**src/hdl/pscs_pkg.sv**
```systemverilog
// Shared types and constants of the periodic step catch-up sequencer.
`default_nettype none
package pscs_pkg;

    localparam int PERIOD_W      = 16;
    localparam int STEPS_W       = 4;
    localparam int ACTIONS_W     = 32;
    localparam int ACTION_SLOTS  = 8;
    localparam int ACTION_W      = 4;
    localparam int GAZE_W        = 3;
    localparam int SLOT_OUT_W    = 3;
    localparam int STEP_NUMBER_W = 34;
    localparam int OUT_FIELDS_W  = SLOT_OUT_W + GAZE_W + 1 + STEP_NUMBER_W;
    localparam int OUT_TDATA_W   = ((OUT_FIELDS_W + 7) / 8) * 8;
    localparam int OUT_PAD_W     = OUT_TDATA_W - OUT_FIELDS_W;
    localparam int CFG_INDEX_W   = 3;
    localparam int CFG_DATA_W    = 64;

    localparam logic [PERIOD_W-1:0] PERIOD_RESET = 16'd4800;
    localparam logic [STEPS_W-1:0]  STEPS_RESET  = 4'd1;
    localparam logic [GAZE_W-1:0]   GAZE_MAX     = 3'd5;
    localparam logic [GAZE_W-1:0]   GAZE_NONE    = 3'd0;

    // Configuration register indexes
    localparam logic [CFG_INDEX_W-1:0] REG_PERIOD       = 3'd0;
    localparam logic [CFG_INDEX_W-1:0] REG_STEPS        = 3'd1;
    localparam logic [CFG_INDEX_W-1:0] REG_OFFSETS_LOW  = 3'd2;
    localparam logic [CFG_INDEX_W-1:0] REG_OFFSETS_HIGH = 3'd3;
    localparam logic [CFG_INDEX_W-1:0] REG_ACTIONS      = 3'd4;

    // Cleaned-up view of the timing registers
    typedef struct packed {
        logic [PERIOD_W-1:0] period;   // never zero
        logic [STEPS_W-1:0]  steps;    // 1 .. min(15, MAX_STEPS)
    } cfg_view_t;

    typedef struct packed {
        logic              blink;
        logic [GAZE_W-1:0] gaze;       // undefined codes already mapped to none
    } step_action_t;

endpackage
`default_nettype wire

```
**src/hdl/pscs_div.sv**
```systemverilog
// Iterative restoring divider, one quotient bit per cycle.
`default_nettype none
module pscs_div
    import pscs_pkg::*;
#(
    parameter int DIVIDEND_W = 31
) (
    input  wire logic                  clk,
    input  wire logic                  rst_n,
    input  wire logic                  start,
    input  wire logic [DIVIDEND_W-1:0] dividend,
    input  wire logic [PERIOD_W-1:0]   divisor,
    output logic                       done,
    output logic [DIVIDEND_W-1:0]      quotient,
    output logic [PERIOD_W-1:0]        remainder
);

    localparam int CNT_W = $clog2(DIVIDEND_W + 1);

    logic                  busy_reg, busy_next;
    logic                  done_reg, done_next;
    logic [CNT_W-1:0]      cnt_reg, cnt_next;
    logic [DIVIDEND_W-1:0] quot_reg, quot_next;
    logic [PERIOD_W-1:0]   rem_reg, rem_next;
    logic [PERIOD_W-1:0]   dvs_reg, dvs_next;
    logic [PERIOD_W:0]     trial;

    always_comb
    begin
        busy_next = busy_reg;
        done_next = 1'b0;
        cnt_next  = cnt_reg;
        quot_next = quot_reg;
        rem_next  = rem_reg;
        dvs_next  = dvs_reg;
        trial     = {rem_reg, quot_reg[DIVIDEND_W-1]};
        if (start)
        begin
            busy_next = 1'b1;
            cnt_next  = CNT_W'(DIVIDEND_W);
            quot_next = dividend;
            rem_next  = '0;
            dvs_next  = divisor;
        end
        else if (busy_reg)
        begin
            if (trial >= {1'b0, dvs_reg})
            begin
                rem_next  = PERIOD_W'(trial - {1'b0, dvs_reg});
                quot_next = {quot_reg[DIVIDEND_W-2:0], 1'b1};
            end
            else
            begin
                rem_next  = trial[PERIOD_W-1:0];
                quot_next = {quot_reg[DIVIDEND_W-2:0], 1'b0};
            end
            cnt_next = cnt_reg - CNT_W'(1);
            if (cnt_reg == CNT_W'(1))
            begin
                busy_next = 1'b0;
                done_next = 1'b1;
            end
        end
    end

    always_ff @(posedge clk or negedge rst_n)
    begin
        if (!rst_n)
        begin
            busy_reg <= 1'b0;
            done_reg <= 1'b0;
            cnt_reg  <= '0;
        end
        else
        begin
            busy_reg <= busy_next;
            done_reg <= done_next;
            cnt_reg  <= cnt_next;
        end
    end

    always_ff @(posedge clk)
    begin
        quot_reg <= quot_next;
        rem_reg  <= rem_next;
        dvs_reg  <= dvs_next;
    end

    assign done      = done_reg;
    assign quotient  = quot_reg;
    assign remainder = rem_reg;

endmodule
`default_nettype wire

```
**src/hdl/pscs_cfg.sv**
```systemverilog
// Configuration registers with offset and action lookup by slot.
`default_nettype none
module pscs_cfg
    import pscs_pkg::*;
#(
    parameter int MAX_STEPS   = 8,
    parameter int OFFSET_BITS = 16,
    parameter int SLOT_W      = 3
) (
    input  wire logic                   clk,
    input  wire logic                   rst_n,
    input  wire logic                   cfg_valid,
    output logic                        cfg_ready,
    input  wire logic [CFG_INDEX_W-1:0] cfg_index,
    input  wire logic [CFG_DATA_W-1:0]  cfg_data,
    output cfg_view_t                   view,
    input  wire logic [SLOT_W-1:0]      scan_slot,
    output logic [OFFSET_BITS-1:0]      scan_offset,
    input  wire logic [SLOT_W-1:0]      emit_slot,
    output step_action_t                emit_action
);

    localparam int PER_REG = CFG_DATA_W / OFFSET_BITS;

    logic [PERIOD_W-1:0]   period_reg;
    logic [STEPS_W-1:0]    steps_reg;
    logic [CFG_DATA_W-1:0] offs_low_reg;
    logic [CFG_DATA_W-1:0] offs_high_reg;
    logic [ACTIONS_W-1:0]  actions_reg;

    assign cfg_ready = 1'b1;

    always_ff @(posedge clk or negedge rst_n)
    begin
        if (!rst_n)
        begin
            period_reg    <= PERIOD_RESET;
            steps_reg     <= STEPS_RESET;
            offs_low_reg  <= '0;
            offs_high_reg <= '0;
            actions_reg   <= '0;
        end
        else if (cfg_valid)
        begin
            case (cfg_index)
                REG_PERIOD:       period_reg    <= cfg_data[PERIOD_W-1:0];
                REG_STEPS:        steps_reg     <= cfg_data[STEPS_W-1:0];
                REG_OFFSETS_LOW:  offs_low_reg  <= cfg_data;
                REG_OFFSETS_HIGH: offs_high_reg <= cfg_data;
                REG_ACTIONS:      actions_reg   <= cfg_data[ACTIONS_W-1:0];
                default:          ;
            endcase
        end
    end

    // Zero period acts as one; step count clamped to 1..MAX_STEPS
    always_comb
    begin
        view.period = (period_reg == '0) ? PERIOD_W'(1) : period_reg;
        if (steps_reg == '0)
            view.steps = STEPS_W'(1);
        else if (int'(steps_reg) > MAX_STEPS)
            view.steps = STEPS_W'(MAX_STEPS);
        else
            view.steps = steps_reg;
    end

    // Offset lookup; slots past both registers read as zero
    logic [CFG_DATA_W-1:0] offs_sel;
    logic [CFG_DATA_W-1:0] offs_shifted;
    int                    offs_pos;

    always_comb
    begin
        if (int'(scan_slot) < PER_REG)
        begin
            offs_sel = offs_low_reg;
            offs_pos = int'(scan_slot);
        end
        else if (int'(scan_slot) < 2 * PER_REG)
        begin
            offs_sel = offs_high_reg;
            offs_pos = int'(scan_slot) - PER_REG;
        end
        else
        begin
            offs_sel = '0;
            offs_pos = 0;
        end
        offs_shifted = offs_sel >> (offs_pos * OFFSET_BITS);
        scan_offset  = offs_shifted[OFFSET_BITS-1:0];
    end

    // Action lookup; gaze codes above GAZE_MAX map to none
    logic [ACTIONS_W-1:0] act_shifted;
    logic [ACTION_W-1:0]  act_raw;

    always_comb
    begin
        act_shifted = actions_reg >> (ACTION_W * int'(emit_slot));
        if (int'(emit_slot) < ACTION_SLOTS)
            act_raw = act_shifted[ACTION_W-1:0];
        else
            act_raw = '0;
        emit_action.blink = act_raw[ACTION_W-1];
        emit_action.gaze  = (act_raw[GAZE_W-1:0] > GAZE_MAX) ? GAZE_NONE
                                                             : act_raw[GAZE_W-1:0];
    end

endmodule
`default_nettype wire

```
**src/hdl/periodic_step_catchup_sequencer.sv**
```systemverilog
// Top level of the periodic step catch-up sequencer.
//
//   Channel   Direction  Handshake                Payload
//   s_axis    in         s_axis_tvalid/tready     elapsed_ticks
//   m_axis    out        m_axis_tvalid/tready     step fields, tlast = last
//   cfg       in         cfg_valid/cfg_ready      cfg_index, cfg_data
//
// The first step reaches m_axis after the query transfer has passed through the
// one-bit-per-cycle divider, the hand-over of its result, the offset scan (one
// active slot per cycle), then multiply, difference, setup and the output load.
// Each further due step follows one per cycle while m_axis_tready is high; a
// negative time skips the divider and the scan and emits no steps.
// s_axis_tready is high only while the sequencer is idle. A stall on m_axis
// holds the output register and the sequencer. Reset (rst_n low) clears the
// fired count and loads the register defaults; no clearing pass is needed.
`default_nettype none
module periodic_step_catchup_sequencer
    import pscs_pkg::*;
#(
    parameter int MAX_STEPS    = 8,
    parameter int OFFSET_BITS  = 16,
    parameter int ELAPSED_BITS = 32,
    localparam int IN_TDATA_W  = ((ELAPSED_BITS + 7) / 8) * 8
) (
    input  wire logic                   clk,
    input  wire logic                   rst_n,
    input  wire logic                   s_axis_tvalid,
    output logic                        s_axis_tready,
    // [ELAPSED_BITS-1:0] elapsed_ticks (signed), rest zero padding
    input  wire logic [IN_TDATA_W-1:0]  s_axis_tdata,
    output logic                        m_axis_tvalid,
    input  wire logic                   m_axis_tready,
    // [2:0] step_slot, [5:3] gaze_code, [6] blink, [40:7] step_number,
    // rest zero padding
    output logic [OUT_TDATA_W-1:0]      m_axis_tdata,
    output logic                        m_axis_tlast,
    input  wire logic                   cfg_valid,
    output logic                        cfg_ready,
    input  wire logic [CFG_INDEX_W-1:0] cfg_index,
    input  wire logic [CFG_DATA_W-1:0]  cfg_data
);

    localparam int SLOT_W  = $clog2(MAX_STEPS);
    localparam int QUOT_W  = ELAPSED_BITS - 1;
    localparam int CNT_W   = QUOT_W + STEPS_W;   // holds periods * steps + steps

    typedef enum logic [2:0] {
        ST_IDLE,
        ST_DIVIDE,
        ST_SCAN,
        ST_MULT,
        ST_DIFF,
        ST_SETUP,
        ST_EMIT
    } state_t;

    cfg_view_t           view;
    logic [OFFSET_BITS-1:0] scan_offset;
    step_action_t        emit_action;

    logic                div_start;
    logic                div_done;
    logic [QUOT_W-1:0]   div_quot;
    logic [PERIOD_W-1:0] div_rem;

    state_t              state_reg, state_next;
    logic [SLOT_W-1:0]   scan_idx_reg, scan_idx_next;
    logic [STEPS_W-1:0]  hits_reg, hits_next;
    logic [CNT_W-1:0]    target_reg, target_next;
    logic [CNT_W-1:0]    fired_reg, fired_next;
    logic [CNT_W:0]      diff_reg, diff_next;
    logic [STEPS_W-1:0]  remain_reg, remain_next;
    logic [SLOT_W-1:0]   slot_reg, slot_next;
    logic [CNT_W-1:0]    k_reg, k_next;
    logic                out_valid_reg, out_valid_next;
    logic [OUT_TDATA_W-1:0] out_data_reg, out_data_next;
    logic                out_last_reg, out_last_next;

    pscs_cfg #(
        .MAX_STEPS   (MAX_STEPS),
        .OFFSET_BITS (OFFSET_BITS),
        .SLOT_W      (SLOT_W)
    ) u_cfg (
        .clk         (clk),
        .rst_n       (rst_n),
        .cfg_valid   (cfg_valid),
        .cfg_ready   (cfg_ready),
        .cfg_index   (cfg_index),
        .cfg_data    (cfg_data),
        .view        (view),
        .scan_slot   (scan_idx_reg),
        .scan_offset (scan_offset),
        .emit_slot   (slot_reg),
        .emit_action (emit_action)
    );

    pscs_div #(
        .DIVIDEND_W (QUOT_W)
    ) u_div (
        .clk       (clk),
        .rst_n     (rst_n),
        .start     (div_start),
        .dividend  (s_axis_tdata[QUOT_W-1:0]),
        .divisor   (view.period),
        .done      (div_done),
        .quotient  (div_quot),
        .remainder (div_rem)
    );

    assign s_axis_tready = (state_reg == ST_IDLE);

    logic                  in_xfer;
    logic                  out_free;
    logic [STEPS_W-1:0]    count;
    logic [STEPS_W-1:0]    tmod;
    logic [STEPS_W:0]      slot_wide;
    logic [CNT_W-1:0]      product;

    assign in_xfer  = s_axis_tvalid && s_axis_tready;
    assign out_free = !out_valid_reg || m_axis_tready;

    always_comb
    begin
        state_next     = state_reg;
        scan_idx_next  = scan_idx_reg;
        hits_next      = hits_reg;
        target_next    = target_reg;
        fired_next     = fired_reg;
        diff_next      = diff_reg;
        remain_next    = remain_reg;
        slot_next      = slot_reg;
        k_next         = k_reg;
        out_data_next  = out_data_reg;
        out_last_next  = out_last_reg;
        out_valid_next = out_valid_reg && !m_axis_tready;
        div_start      = 1'b0;
        count          = '0;
        tmod           = '0;
        slot_wide      = '0;
        product        = CNT_W'(div_quot) * CNT_W'(view.steps);

        case (state_reg)
            ST_IDLE:
            begin
                if (in_xfer)
                begin
                    if (s_axis_tdata[ELAPSED_BITS-1])
                    begin
                        // negative time: target is zero
                        target_next = '0;
                        hits_next   = '0;
                        state_next  = ST_DIFF;
                    end
                    else
                    begin
                        div_start  = 1'b1;
                        state_next = ST_DIVIDE;
                    end
                end
            end
            ST_DIVIDE:
            begin
                scan_idx_next = '0;
                hits_next     = '0;
                if (div_done)
                    state_next = ST_SCAN;
            end
            ST_SCAN:
            begin
                // one offset compare per cycle
                if (32'(scan_offset) <= 32'(div_rem))
                    hits_next = hits_reg + STEPS_W'(1);
                scan_idx_next = scan_idx_reg + SLOT_W'(1);
                if (32'(scan_idx_reg) + 32'd1 == 32'(view.steps))
                    state_next = ST_MULT;
            end
            ST_MULT:
            begin
                target_next = product + CNT_W'(hits_reg);
                state_next  = ST_DIFF;
            end
            ST_DIFF:
            begin
                diff_next  = {1'b0, target_reg} - {1'b0, fired_reg};
                state_next = ST_SETUP;
            end
            ST_SETUP:
            begin
                fired_next = target_reg;
                if (diff_reg[CNT_W] || diff_reg == '0)
                begin
                    // time did not move forward: nothing due
                    state_next = ST_IDLE;
                end
                else
                begin
                    if (diff_reg >= (CNT_W+1)'(view.steps))
                        count = view.steps;
                    else
                        count = diff_reg[STEPS_W-1:0];
                    tmod = (hits_reg == view.steps) ? '0 : hits_reg;
                    // first slot = (target - count) mod steps
                    slot_wide = {1'b0, tmod} - {1'b0, count};
                    if (tmod < count)
                        slot_wide = slot_wide + {1'b0, view.steps};
                    slot_next   = slot_wide[SLOT_W-1:0];
                    k_next      = target_reg - CNT_W'(count);
                    remain_next = count;
                    state_next  = ST_EMIT;
                end
            end
            ST_EMIT:
            begin
                if (out_free)
                begin
                    out_valid_next = 1'b1;
                    out_last_next  = (remain_reg == STEPS_W'(1));
                    out_data_next  = {{OUT_PAD_W{1'b0}},
                                      STEP_NUMBER_W'(k_reg),
                                      emit_action.blink,
                                      emit_action.gaze,
                                      SLOT_OUT_W'(slot_reg)};
                    k_next      = k_reg + CNT_W'(1);
                    remain_next = remain_reg - STEPS_W'(1);
                    if (32'(slot_reg) + 32'd1 == 32'(view.steps))
                        slot_next = '0;
                    else
                        slot_next = slot_reg + SLOT_W'(1);
                    if (remain_reg == STEPS_W'(1))
                        state_next = ST_IDLE;
                end
            end
            default:
            begin
                state_next = ST_IDLE;
            end
        endcase
    end

    always_ff @(posedge clk or negedge rst_n)
    begin
        if (!rst_n)
        begin
            state_reg     <= ST_IDLE;
            fired_reg     <= '0;
            out_valid_reg <= 1'b0;
        end
        else
        begin
            state_reg     <= state_next;
            fired_reg     <= fired_next;
            out_valid_reg <= out_valid_next;
        end
    end

    always_ff @(posedge clk)
    begin
        scan_idx_reg <= scan_idx_next;
        hits_reg     <= hits_next;
        target_reg   <= target_next;
        diff_reg     <= diff_next;
        remain_reg   <= remain_next;
        slot_reg     <= slot_next;
        k_reg        <= k_next;
        out_data_reg <= out_data_next;
        out_last_reg <= out_last_next;
    end

    assign m_axis_tvalid = out_valid_reg;
    assign m_axis_tdata  = out_data_reg;
    assign m_axis_tlast  = out_last_reg;

endmodule
`default_nettype wire

```
**config.mk**
```make
export PLATFORM = sky130hd
export DESIGN_NAME = periodic_step_catchup_sequencer
export DESIGN_NICKNAME = d
export VERILOG_FILES = /design/src/hdl/pscs_pkg.sv /design/src/hdl/pscs_div.sv /design/src/hdl/pscs_cfg.sv /design/src/hdl/periodic_step_catchup_sequencer.sv
export SDC_FILE = /design/constraint.sdc
export NUM_CORES = 1
export LEC_CHECK = 0
export BUFFER_PORTS_ARGS = -buffer_cell sky130_fd_sc_hd__buf_2
export CAP_MARGIN = 20
export CORE_MARGIN = 2
export CORE_UTILIZATION = 62
export DETAILED_ROUTE_END_ITERATION = 7
export PLACE_DENSITY_LB_ADDON = 0.1
export SLEW_MARGIN = 5
export SYNTH_ARGS = -nofsm -noshare
export SYNTH_HDL_FRONTEND = slang
export SYNTH_SLANG_ARGS = --single-unit
```
**constraint.sdc**
```tcl
create_clock -name clk -period 6.8 [get_ports clk]
set_input_delay 0.34 -clock clk [delete_from_list [all_inputs] [get_ports clk]]
set_output_delay 0.34 -clock clk [all_outputs]
set_load 0.1 [all_outputs]
```
==> metrics.md <==
| Metric | Value |
|---|---|
| Outcome | complete, no violations |
| Worst-path maximum fanout | 11 |
| Startpoint Class | flop |
| I/O pin count | 156 |
| Mapped Avg Cell Area | 11.07 sq um |
| Relative slew margins | 30.21% |
| Period utilization | 88.83% |
| Peak supply drop | 360.9 uV |
| Layout area overhead | 12.23% |
| Slowest-stage cell, CP | a2111oi_0 |
| Die W | 212.7 um |
| H-tree depth | 2 |
| Vias in the first global route | 18.50k |
| Met2 wire length | 29.32 mm |
| Top cells by area, synth | edfxtp_1 (23%), dfrtp_1 (20%), mux2_2 (9.6%) |
| Async set or reset register ratio after synthesis | 50.22% |
| Die area | 45250 sq um |
| P_leak | 13.27 nW |
| Gr ovfl total | 0 |
| Finished Layout Cells | 3225 |
| Average routed wire per standard cell | 19.73 um |
| Top layer in use | met5 |
| Slew at the pin with the worst max-slew slack | 1047 ps |
| Crit Path Class | flop to flop |
| Post-cts resize count | 0 |
| Reg power frac | 31.9% |
| Cell total after placement | 3088 |
| PD cells | 495.9 nW/um^2 |
| R2R cell count | 16 |
| Iteration-0 DRC Markers | 1384 |
| Port-buffer cells | 147 |
| Top-area cell type share of the netlist area | 23.13% |
| Clk_skew | 34.78 ps |
| Worst Hold Path Cells | 3 |
| CTS tree | built |
| Die Ht | 212.7 um |
| Register area share after synthesis | 45.27% |
| Via count | 18.83k |
| Critical path required time | 7130 ps |
| Number of flops mapped to enable cells by yosys | 208 |
| Floorplan Core Area | 43080 sq um |
| Worst-path cell chain | nor2b_2 > nand2_1 > fa_1 > inv_1 > fa_1 > ha_1 > ha_1 > a21o_1 > a21o_1 > a2111oi_0 > o21ai_0 > o211ai_1 > o221ai_1 > o2111ai_1 > a21oi_1 > a31o_2 |
| First-pass GRT wire length | 100.8 mm |
| HP Class | input pin to flop |
| Placer Congestion | 0.8767 |
| Total power | 15.03 mW |
| Longest Clk Path Bufs | 3 |
| Seq cells post-synth | 450 |
| Setup violators final | 0 |
| Placed inst area | 28260 sq um |
| Root buffer selected by CTS | clkbuf_16 |
| Count of maximum capacitance violations | 0 |
| Int Pwr | 8.667 mW |
| Clock Latency Late Sink | 600 ps |
| Post-route cell area | 30310 sq um |
| 1st-pass router iterations | 5 |
| Pin count of the biggest net entering global routing | 125 |
| Initial antenna violation count | 4 |
| HPWL after DPL | 46.26 mm |
| Synth warn | 0 |
| # rows | 76 |
| Distinct cells, synth | 78 |
| Routed met3 length | 3.266 mm |
| Num CTS Buffers | 48 |
| Worst endpoint data arrival time | 6370 ps |
| Fin crit period | 6040 ps |
| Largest stage delay on the critical path | 870 ps |
| Clk pin slew, worst setup/hold paths | 60 ps |
| Initial core utilization | 62.70% |
| Via density | 5.839 |
| RSZ-0062 raised after global routing | false |
| Synth Flop Type | dfrtp_1 |
| Nets | 2924 |
| Dominant cell type by area after synthesis | edfxtp_1 |
| Clk pwr share | 17.3% |
| Post-route ant nets | 0 |
| Synthesized cell area | 27010 sq um |
| Post-CTS setup buffers | 0 |
| Slew Viols, Final | 0 |
| Clk sinks | 450 |
| Combinational share of power | 50.8% |
| Met1 wire length | 29.30 mm |
| Share of cells above drive strength 1 | 21.03% |
| NetSw | 6.365 mW |
| Fill cells | 3170 |
| Sw frac | 42.34% |
| Cells after Synth | 2440 |
| Routed WL | 63.64 mm |
| Crit end category | flop |
| Fin util | 70.37% |
| All-Layer GR Usage | 28.75% |
| Final hold violation count | 0 |
| Setup TNS | 0 ps |
| Drt drc | 0 |
| Achievable frequency | 165.6 MHz |
cells by family (layout without fill, tap and decap cells):
group	after synthesis	in the layout	share of synthesized area, %
mux	283	283	13.42
buf+inv	295	488	4.220
compound gates	346	346	8.181
other cells	2	9	0.02781
xor+xnor	152	152	4.929
fa+ha+maj	223	223	12.06
simple gates	689	689	11.88
flops	450	450	45.27
metal layers:
| metal | vias to the layer above | global-route usage (%) |
|---|---|---|
| met1 | 9347 | 41.51 |
| met4 | 2 | 8.343 |
| met5 | - | 0 |
| met2 | 492 | 45.65 |
| met3 | 109 | 4.177 |
| li1 | 8880 | - |
repair_timing:
| action | CTS | global route |
|---|---|---|
| endpoints found under the setup margin | 0 | 0 |
| hold buffers | 47 | 0 |
| hold endpoints to repair | 222 | 0 |
area by class of cell:
class,instances,area [sq um],area share [%]
Timing Repair Buffer,217,1389,4.582
Multi-Input combinational cell,1701,13700,45.21
Antenna cell,1,2.502,0.008255
Tap cell,585,732.0,2.415
Clock buffer,65,1336,4.408
Sequential cell,450,12230,40.34
Inverter,182,683.2,2.254
Clock inverter,24,239.0,0.7884
worst paths after layout:
check	startpoint	slack [ps]	endpoint
min reg2reg	u_cfg.period_reg[4]	480	u_div.dvs_reg[4]
max	u_cfg.steps_reg[2]	760	target_reg[34]
min	s_axis_tdata[27]	30	u_div.quotient[27]
max in group asynchronous	rst_n	5000	state_reg[0]
max reg2reg	u_cfg.steps_reg[2]	760	target_reg[34]
min in group asynchronous	rst_n	410	u_cfg.offs_high_reg[27]
worst max-delay path: cells and delay by family, from the launching register on:
family / cells / cell delay (ps)
adders and majority gates: 4 / 1690
buffers and inverters: 1 / 50
DFF: 1 / 480
and+or+nand+nor: 2 / 810
AOI/OAI and AO/OA: 9 / 2730
cells in the mapped netlist, types with 52 or more instances:
| cell | number |
|---|---|
| nand2_1 | 292 |
| mux2_2 | 230 |
| dfrtp_1 | 221 |
| edfxtp_1 | 208 |
| inv_1 | 182 |
| ha_1 | 157 |
| nor2_1 | 130 |
| a21oi_1 | 109 |
| xnor2_1 | 92 |
| clkbuf_1 | 89 |
| o21ai_0 | 77 |
| fa_1 | 63 |
| xor2_1 | 60 |
| a21o_1 | 52 |
through the flow:
stage,setup slack (ps),hold WS (ps)
final,759.6,30.26
after global routing,337.1,19.80
after CTS,849.3,2.446
after detailed placement,911.6,470.7
after global placement,1038,460.8
after floorplan,933.7,44.41
placed cells by master (no fill, tap or decap), types with 52 or more instances in the layout:
cell      netlist  final
nand2_1       292    292
inv_1         182    182
xnor2_1        92     92
a21o_1         52     52
fa_1           63     63
nor2_1        130    128
edfxtp_1      208    208
xor2_1         60     60
dfrtp_1       221    221
buf_2           2    146
o21ai_0        77     76
mux2_2        230    230
ha_1          157    157
a21oi_1       109    109
power by group through the flow:
stage | sequential, mW | combinational [mW] | clock, mW
after detailed placement | 4.82 | 7.51 | 0
after global placement | 4.78 | 7.35 | 0
final | 4.79 | 7.64 | 2.61
after floorplan | 4.74 | 5.61 | 0
after CTS | 4.77 | 7.61 | 2.64
after global routing | 4.88 | 8.51 | 2.75
Power figures use the tool's default switching activity.
